[src/rtl/glmd_pkg.sv]
// Shared constants and types of the grid local minimum detector.
package glmd_pkg;

    localparam int MAX_COLS   = 128;
    localparam int MAX_ROWS   = 128;
    localparam int LEVEL_W    = 4;
    localparam int LEVEL_MAX  = 9;
    localparam int SIZE_W     = 8;                       // register width
    localparam int COL_W      = $clog2(MAX_COLS);        // column counter
    localparam int ROW_W      = $clog2(MAX_ROWS + 1);    // row counter, reaches rows
    localparam int LINE_LEN   = MAX_COLS - 1;            // cells per row line
    localparam int LINE_IDX_W = $clog2(MAX_COLS);        // entry point, LINE_LEN = bypass
    localparam int COUNT_W    = 15;
    localparam int RISK_W     = 18;
    localparam int OUT_COL_W  = 7;
    localparam int OUT_ROW_W  = 7;

    localparam logic CFG_COLUMNS = 1'b0;
    localparam logic CFG_ROWS    = 1'b1;

    typedef logic [LEVEL_W-1:0] level_t;

    // Control of one row line: advance on each processed request, entry cell from frame width.
    typedef struct packed {
        logic                  shift;
        logic [LINE_IDX_W-1:0] entry;
    } line_ctrl_t;

    typedef struct packed {
        logic [RISK_W-1:0]    risk_sum;
        logic [COUNT_W-1:0]   low_count;
        logic                 is_low;
        logic [LEVEL_W-1:0]   centre_level;
        logic [OUT_ROW_W-1:0] row;
        logic [OUT_COL_W-1:0] col;
    } result_t;

endpackage

[src/rtl/glmd_cell.sv]
// One storage cell of a row line: takes a new pixel or its neighbor's pixel.
module glmd_cell
    import glmd_pkg::*;
(
    input  logic   clk,
    input  logic   shift,
    input  logic   load_here,
    input  level_t new_level,
    input  level_t chain_level,
    output level_t q
);

    level_t q_reg;

    always_ff @(posedge clk)
    begin
        if (shift)
        begin
            q_reg <= load_here ? new_level : chain_level;
        end
    end

    assign q = q_reg;

endmodule

[src/rtl/glmd_row_line.sv]
// Row delay line of cells whose length follows the frame width.
module glmd_row_line
    import glmd_pkg::*;
(
    input  logic       clk,
    input  line_ctrl_t ctrl,
    input  level_t     din,
    output level_t     dout
);

    level_t taps [LINE_LEN];

    for (genvar k = 0; k < LINE_LEN; k++)
    begin : g_cell
        localparam logic [LINE_IDX_W-1:0] K = LINE_IDX_W'(k);
        level_t chain_in;

        if (k == 0)
        begin : g_head
            assign chain_in = din;
        end
        else
        begin : g_body
            assign chain_in = taps[k-1];
        end

        glmd_cell u_cell (
            .clk         (clk),
            .shift       (ctrl.shift),
            .load_here   (ctrl.entry == K),
            .new_level   (din),
            .chain_level (chain_in),
            .q           (taps[k])
        );
    end

    // Entry past the last cell means a one-pixel row: zero delay.
    assign dout = (ctrl.entry == LINE_IDX_W'(LINE_LEN)) ? din : taps[LINE_LEN-1];

endmodule

[src/rtl/grid_local_minimum_detector.sv]
// Top level of the grid local minimum detector.
// Takes one pixel request per clock while the skid entry is free and returns each
// pixel's verdict one row later; pixels of the first row give no result, and after
// the last row the host sends columns_in_use drain requests, whose last result
// carries tlast and clears the running totals. Two row lines of shift cells hold the
// previous rows, so neighbors are read at fixed taps; a two-entry output buffer keeps
// input flowing while a result waits. Write the size registers only while idle; any
// write restarts the frame. Sizes of 0 act as 1 and sizes above 128 as 128.
module grid_local_minimum_detector
    import glmd_pkg::*;
(
    input  logic              clk,
    input  logic              rst_n,
    // configuration
    input  logic              cfg_we,
    input  logic              cfg_index,
    input  logic [SIZE_W-1:0] cfg_data,
    // pixel stream
    input  logic              s_tvalid,
    output logic              s_tready,
    input  logic [7:0]        s_tdata,   // [3:0] level, [7:4] zero
    input  logic              s_tuser,   // [0] drain
    // verdict stream
    output logic              m_tvalid,
    input  logic              m_tready,
    output logic [55:0]       m_tdata,   // col, row, centre_level, is_low, low_count,
                                         // risk_sum from bit 0 up, [55:52] zero
    output logic              m_tlast    // frame_end
);

    function automatic logic [SIZE_W-1:0] clamp_size(input logic [SIZE_W-1:0] v,
                                                     input int unsigned mx);
        logic [SIZE_W-1:0] r;
        begin
            r = v;
            if (v == '0)
            begin
                r = SIZE_W'(1);
            end
            else if (v > SIZE_W'(mx))
            begin
                r = SIZE_W'(mx);
            end
            return r;
        end
    endfunction

    logic [SIZE_W-1:0]  cols_reg, rows_reg;
    logic [COL_W-1:0]   in_col_reg;
    logic [ROW_W-1:0]   in_row_reg;
    logic [COUNT_W-1:0] count_reg;
    logic [RISK_W-1:0]  risk_reg;
    level_t             centre_reg, west_reg;

    result_t            out_reg, skid_reg;
    logic               out_last_reg, skid_last_reg;
    logic               out_v_reg, skid_v_reg;

    // ---- request decode ----
    logic       accept, draining, ignore, proc, drn, has_result, low, last;
    level_t     lvl_in, lvl_eff, east, north;
    logic [COL_W-1:0]   col_next;
    logic [ROW_W-1:0]   row_next;
    logic [COUNT_W-1:0] count_next;
    logic [RISK_W-1:0]  risk_next;
    logic               wrap;
    line_ctrl_t         ctrl;
    result_t            res;

    assign accept   = s_tvalid && s_tready;
    assign lvl_in   = (s_tdata[LEVEL_W-1:0] > level_t'(LEVEL_MAX))
                      ? level_t'(LEVEL_MAX) : s_tdata[LEVEL_W-1:0];
    assign draining = (in_row_reg >= ROW_W'(rows_reg));
    assign ignore   = s_tuser && !draining;
    assign proc     = accept && !ignore;
    assign drn      = s_tuser || draining;
    assign lvl_eff  = draining ? '0 : lvl_in;
    assign has_result = (in_row_reg != '0);

    assign ctrl = '{shift: proc, entry: LINE_IDX_W'(SIZE_W'(MAX_COLS) - cols_reg)};

    // line a holds the pixels just newer than the centre, line b those older than west
    glmd_row_line u_line_a (
        .clk  (clk),
        .ctrl (ctrl),
        .din  (lvl_eff),
        .dout (east)
    );

    glmd_row_line u_line_b (
        .clk  (clk),
        .ctrl (ctrl),
        .din  (west_reg),
        .dout (north)
    );

    always_comb
    begin
        low = 1'b1;
        if (!drn && !(centre_reg < lvl_eff))
        begin
            low = 1'b0;
        end
        if ((in_row_reg > ROW_W'(1)) && !(centre_reg < north))
        begin
            low = 1'b0;
        end
        if ((in_col_reg != '0) && !(centre_reg < west_reg))
        begin
            low = 1'b0;
        end
        if (((SIZE_W'(in_col_reg) + SIZE_W'(1)) < cols_reg) && !(centre_reg < east))
        begin
            low = 1'b0;
        end
    end

    assign wrap = (SIZE_W'(in_col_reg) + SIZE_W'(1)) >= cols_reg;
    assign last = drn && wrap;

    assign count_next = low ? count_reg + COUNT_W'(1) : count_reg;
    assign risk_next  = low ? risk_reg + RISK_W'(centre_reg) + RISK_W'(1) : risk_reg;
    assign col_next   = wrap ? '0 : in_col_reg + COL_W'(1);
    assign row_next   = wrap ? in_row_reg + ROW_W'(1) : in_row_reg;

    always_comb
    begin
        res.col          = OUT_COL_W'(in_col_reg);
        res.row          = OUT_ROW_W'(in_row_reg - ROW_W'(1));
        res.centre_level = centre_reg;
        res.is_low       = low;
        res.low_count    = count_next;
        res.risk_sum     = risk_next;
    end

    // ---- configuration and frame state ----
    always_ff @(posedge clk or negedge rst_n)
    begin
        if (!rst_n)
        begin
            cols_reg   <= SIZE_W'(MAX_COLS);
            rows_reg   <= SIZE_W'(MAX_ROWS);
            in_col_reg <= '0;
            in_row_reg <= '0;
            count_reg  <= '0;
            risk_reg   <= '0;
        end
        else if (cfg_we)
        begin
            case (cfg_index)
                CFG_COLUMNS: cols_reg <= clamp_size(cfg_data, MAX_COLS);
                CFG_ROWS:    rows_reg <= clamp_size(cfg_data, MAX_ROWS);
                default:     ;
            endcase
            in_col_reg <= '0;
            in_row_reg <= '0;
            count_reg  <= '0;
            risk_reg   <= '0;
        end
        else if (proc)
        begin
            if (has_result && last)
            begin
                in_col_reg <= '0;
                in_row_reg <= '0;
                count_reg  <= '0;
                risk_reg   <= '0;
            end
            else
            begin
                in_col_reg <= col_next;
                in_row_reg <= row_next;
                if (has_result)
                begin
                    count_reg <= count_next;
                    risk_reg  <= risk_next;
                end
            end
        end
    end

    // centre and west taps sit between the two row lines
    always_ff @(posedge clk)
    begin
        if (proc)
        begin
            centre_reg <= east;
            west_reg   <= centre_reg;
        end
    end

    // ---- output register with skid stage ----
    logic m_fire, push;

    assign m_fire = out_v_reg && m_tready;
    assign push   = proc && has_result;

    always_ff @(posedge clk or negedge rst_n)
    begin
        if (!rst_n)
        begin
            out_v_reg  <= 1'b0;
            skid_v_reg <= 1'b0;
        end
        else if (skid_v_reg)
        begin
            if (m_fire)
            begin
                skid_v_reg <= 1'b0;
            end
        end
        else if (push)
        begin
            if (out_v_reg && !m_tready)
            begin
                skid_v_reg <= 1'b1;
            end
            else
            begin
                out_v_reg <= 1'b1;
            end
        end
        else if (m_fire)
        begin
            out_v_reg <= 1'b0;
        end
    end

    always_ff @(posedge clk)
    begin
        if (skid_v_reg)
        begin
            if (m_fire)
            begin
                out_reg      <= skid_reg;
                out_last_reg <= skid_last_reg;
            end
        end
        else if (push)
        begin
            if (out_v_reg && !m_tready)
            begin
                skid_reg      <= res;
                skid_last_reg <= last;
            end
            else
            begin
                out_reg      <= res;
                out_last_reg <= last;
            end
        end
    end

    assign s_tready = !skid_v_reg;
    assign m_tvalid = out_v_reg;
    assign m_tlast  = out_last_reg;
    assign m_tdata  = {4'b0, out_reg.risk_sum, out_reg.low_count, out_reg.is_low,
                       out_reg.centre_level, out_reg.row, out_reg.col};

endmodule

[config.mk]
export PLATFORM = sky130hd
export DESIGN_NAME = grid_local_minimum_detector
export DESIGN_NICKNAME = d
export VERILOG_FILES = /design/src/rtl/glmd_pkg.sv /design/src/rtl/glmd_cell.sv /design/src/rtl/glmd_row_line.sv /design/src/rtl/grid_local_minimum_detector.sv
export SDC_FILE = /design/constraint.sdc
export NUM_CORES = 2
export LEC_CHECK = 0
export ABC_AREA = 1
export BUFFER_PORTS_ARGS = -buffer_cell sky130_fd_sc_hd__buf_2
export CORE_AREA = 2 2 428 324
export CTS_CLUSTER_SIZE = 24
export DETAILED_ROUTE_END_ITERATION = 8
export DIE_AREA = 0 0 430 326
export MAX_ROUTING_LAYER = met4
export PLACE_DENSITY = 0.51
export SLEW_MARGIN = 10
export SYNTH_ARGS = -nofsm -noshare
export SYNTH_HDL_FRONTEND = slang
export SYNTH_HIERARCHICAL = 1
export SYNTH_SLANG_ARGS = --single-unit
export TNS_END_PERCENT = 50
[constraint.sdc]
create_clock -name clk -period 36 [get_ports clk]
set_input_delay 0 -clock clk [delete_from_list [all_inputs] [get_ports clk]]
set_output_delay 0 -clock clk [all_outputs]
set_load 0.01 [all_outputs]
==> results.py <==
metrics = {
    "floorplanning": {
        "chipWidth_um": 430,
        "design.core.area_um2": 137000,
        "initial_core_util": 0.395,
        "rows": 118,
        "io_pins": 82,
        "design.die.area_um2": 140000,
        "die_h_um": 326,
    },
    "global_routing": {
        "antenna_found_initial": 2,
        "grt.total_usage": 0.186,
        "grt_pass1_vias": 34400,
        "grt_max_degree": 187,
        "grt_overflow": 0,
        "grt_first_pass_wirelength_um": 199000,
    },
    "setup_path": {
        "slowest_delay_ns": 0.91,
        "rr_startpoint": "cols_reg[0]",
        "cp.arrival_ns": 6.20,
        "crit_top_cell": "nand2_1",
        "path_class": "flip-flop to flip-flop",
        "crit_chain": "inv_1, ha_1, nand3_1, nor3_1, xor2_1, inv_1, nor2_4, nand3_1, nand2_1, inv_1, ha_1, nand2_1, inv_1, nand2_1, nand2_1, nand3_2, nand3_2, nand2_1, nand3_1, nand2_1",
        "cp.required_ns": 36.48,
        "path_buf_inv": 4,
        "cp_slowest_cell": "nand3_2",
        "crit_fanout": 34,
        "cp-end-kind": "flip-flop",
        "crit_path_start": "cols_reg[0]",
        "start_kind": "flip-flop",
        "path_delay_family": "simple AND/OR/NAND/NOR gates",
    },
    "power_and_ir_drop": {
        "p_total_mw": 3.93,
        "peakVddDrop_uv": 44.8,
        "p_leak_nw": 25.4,
        "powerDensity_nw_per_um2": 64.9,
    },
    "run": {
        "maxCapViolCount": 0,
    },
    "yosys": {
        "ys.warnings.count": 6,
        "synthCells": 5789,
        "synthArstFlopShare": 0.0552,
        "ys.flop_type": "edfxtp_1",
        "ys_seq_elements": 1196,
        "yosysTopAreaCellShare": 0.629,
        "synth_area_leaders": "edfxtp_1, nand2_1, dfrtp_1, nor2_1, inv_2",
        "yosysUniqueCellTypes": 39,
        "yosysSeqAreaShare": 0.660,
        "syn_avg_cell_area_um2": 9.32,
        "syn-cell-area_um2": 53900,
        "synth-edff-count": 1130,
        "yosys.area.top_type": "edfxtp_1",
    },
    "place": {
        "place_inst": 7641,
        "numPortBuffers": 73,
        "place_area_um2": 56600,
        "dp_worst_setup_slack_ns": 30.26,
        "dp_hpwl_um": 70700,
        "gp_congestion": 0.776,
    },
    "sta": {
        "layout_setup_ws_ns": 30.28,
        "worst_pin_slew_ns": 1.17,
        "fin_crit_sh": 0.159,
        "fin_skew_ns": 0.0328,
        "slew_viol_final": 0,
        "holdWs_ns": 0.164,
        "fmax_ghz": 0.175,
        "hold_viol": 0,
        "setup_viol": 0,
        "setup_tns_ns": 0,
        "maxSlewHeadroom": 0.216,
        "rsz0062_at_grt": "no",
        "fin_crit_ns": 5.72,
    },
    "cells_and_area": {
        "final_common_cell": "nand2_1",
        "final_layout_size_suffix_gt1_frac": 0.0920,
        "fin_nets": 6051,
        "mostFrequentLayoutCells": "nand2_1, edfxtp_1, nor2_1, inv_2, inv_1",
        "final_area_um2": 60600,
        "final_util": 0.444,
        "syn_to_final_growth_pct": 12.4,
        "layout.cells.non_filler": 7890,
    },
    "run_status": {
        "outcome": "finished, final reports clean",
    },
    "cts": {
        "cts-resized-gates": 0,
        "cts_buffer_depth": 3,
        "htreeDepth": 3,
        "cts_made_buffers": 121,
        "cts_root_buffer": "clkbuf_16",
        "cts_sinks": 1196,
        "postCtsHoldBufs": 23,
        "cts_setup_buffers": 0,
        "tritoncts": "yes",
        "clk_latency_ns": 0.76,
        "clk_pin_slew_ns": 0.06,
    },
    "detailed_routing": {
        "drt.antenna.violating_nets": 0,
        "wl_per_cell_um": 16.1,
        "drt_iter0_drc": 2889,
        "vias": 37300,
        "first_pass_iters": 6,
        "totalWireLength_um": 127000,
        "vias_per_cell": 4.73,
        "drc": 0,
    },
    "hold_path": {
        "min_from": "m_tready",
        "hp-class": "input port to flip-flop",
    },
}
tightest hold or removal path, cell delays in order:
cell and delay, ns:
dlygate4sd3_1 0.53, buf_2 0.13, a21oi_1 0.12, or2_2 0.10
logic make-up after synthesis:
family	Yosys count	share of synthesized area
AOI/OAI and AO/OA	71	0.00698
xor gates and xnor gates	29	0.00471
adders and majority gates	41	0.00965
buffers and inverters	447	0.0334
DFF	1196	0.660
other	1	0.0000695
and+or+nand+nor	4004	0.285
metal layers:
metal,share of wire,up-vias,global-route usage
met5,0,-,-
met4,0.021,0,0.0445
met3,0.050,172,0.0289
met2,0.42,753,0.268
met1,0.51,17400,0.275
li1,-,19000,-
where the power goes:
group	leakage [nW]	total (mW)	internal (mW)	switching [mW]
Sequential	11.5	1.98	1.89	0.0829
Clock	1.88	1.23	0.687	0.548
Combinational	12.1	0.721	0.167	0.554
cells in the mapped netlist (6+ instances only):
| cell | count |
|---|---|
| a21oi_1 | 17 |
| and2_1 | 13 |
| buf_2 | 19 |
| buf_4 | 11 |
| buf_6 | 8 |
| clkbuf_1 | 16 |
| dfrtp_1 | 64 |
| edfxtp_1 | 1130 |
| ha_1 | 40 |
| inv_1 | 132 |
| inv_2 | 260 |
| nand2_1 | 3511 |
| nand3_1 | 86 |
| nand4_1 | 49 |
| nor2_1 | 315 |
| nor3_1 | 10 |
| o21ai_0 | 42 |
| o22ai_1 | 6 |
| xnor2_1 | 9 |
| xor2_1 | 20 |
path summary, 6_finish.rpt:
kind / slack, ns / endpoint / cells after the start
min in group asynchronous: 0.57 / risk_reg[7] / 4
setup reg to reg: 30.28 / m_tdata[19] / 20
setup / recovery: 30.28 / m_tdata[19] / 20
hold / removal: 0.16 / skid_v_reg / 4
max in group asynchronous: 34.76 / skid_v_reg / 4
hold reg to reg: 0.48 / skid_reg[1] / 0
area by class of cell:
class / count / area (um^2)
Clock inverter: 71 / 652
Multi-Input combinational cell: 4149 / 16600
Sequential cell: 1196 / 35600
Inverter: 393 / 1490
Timing Repair Buffer: 126 / 858
Tap cell: 1800 / 2250
Clock buffer: 153 / 3170
Antenna cell: 2 / 5.00
Fill cell: 12900 / 75900
Note: power is estimated with default switching activity, not from simulation.
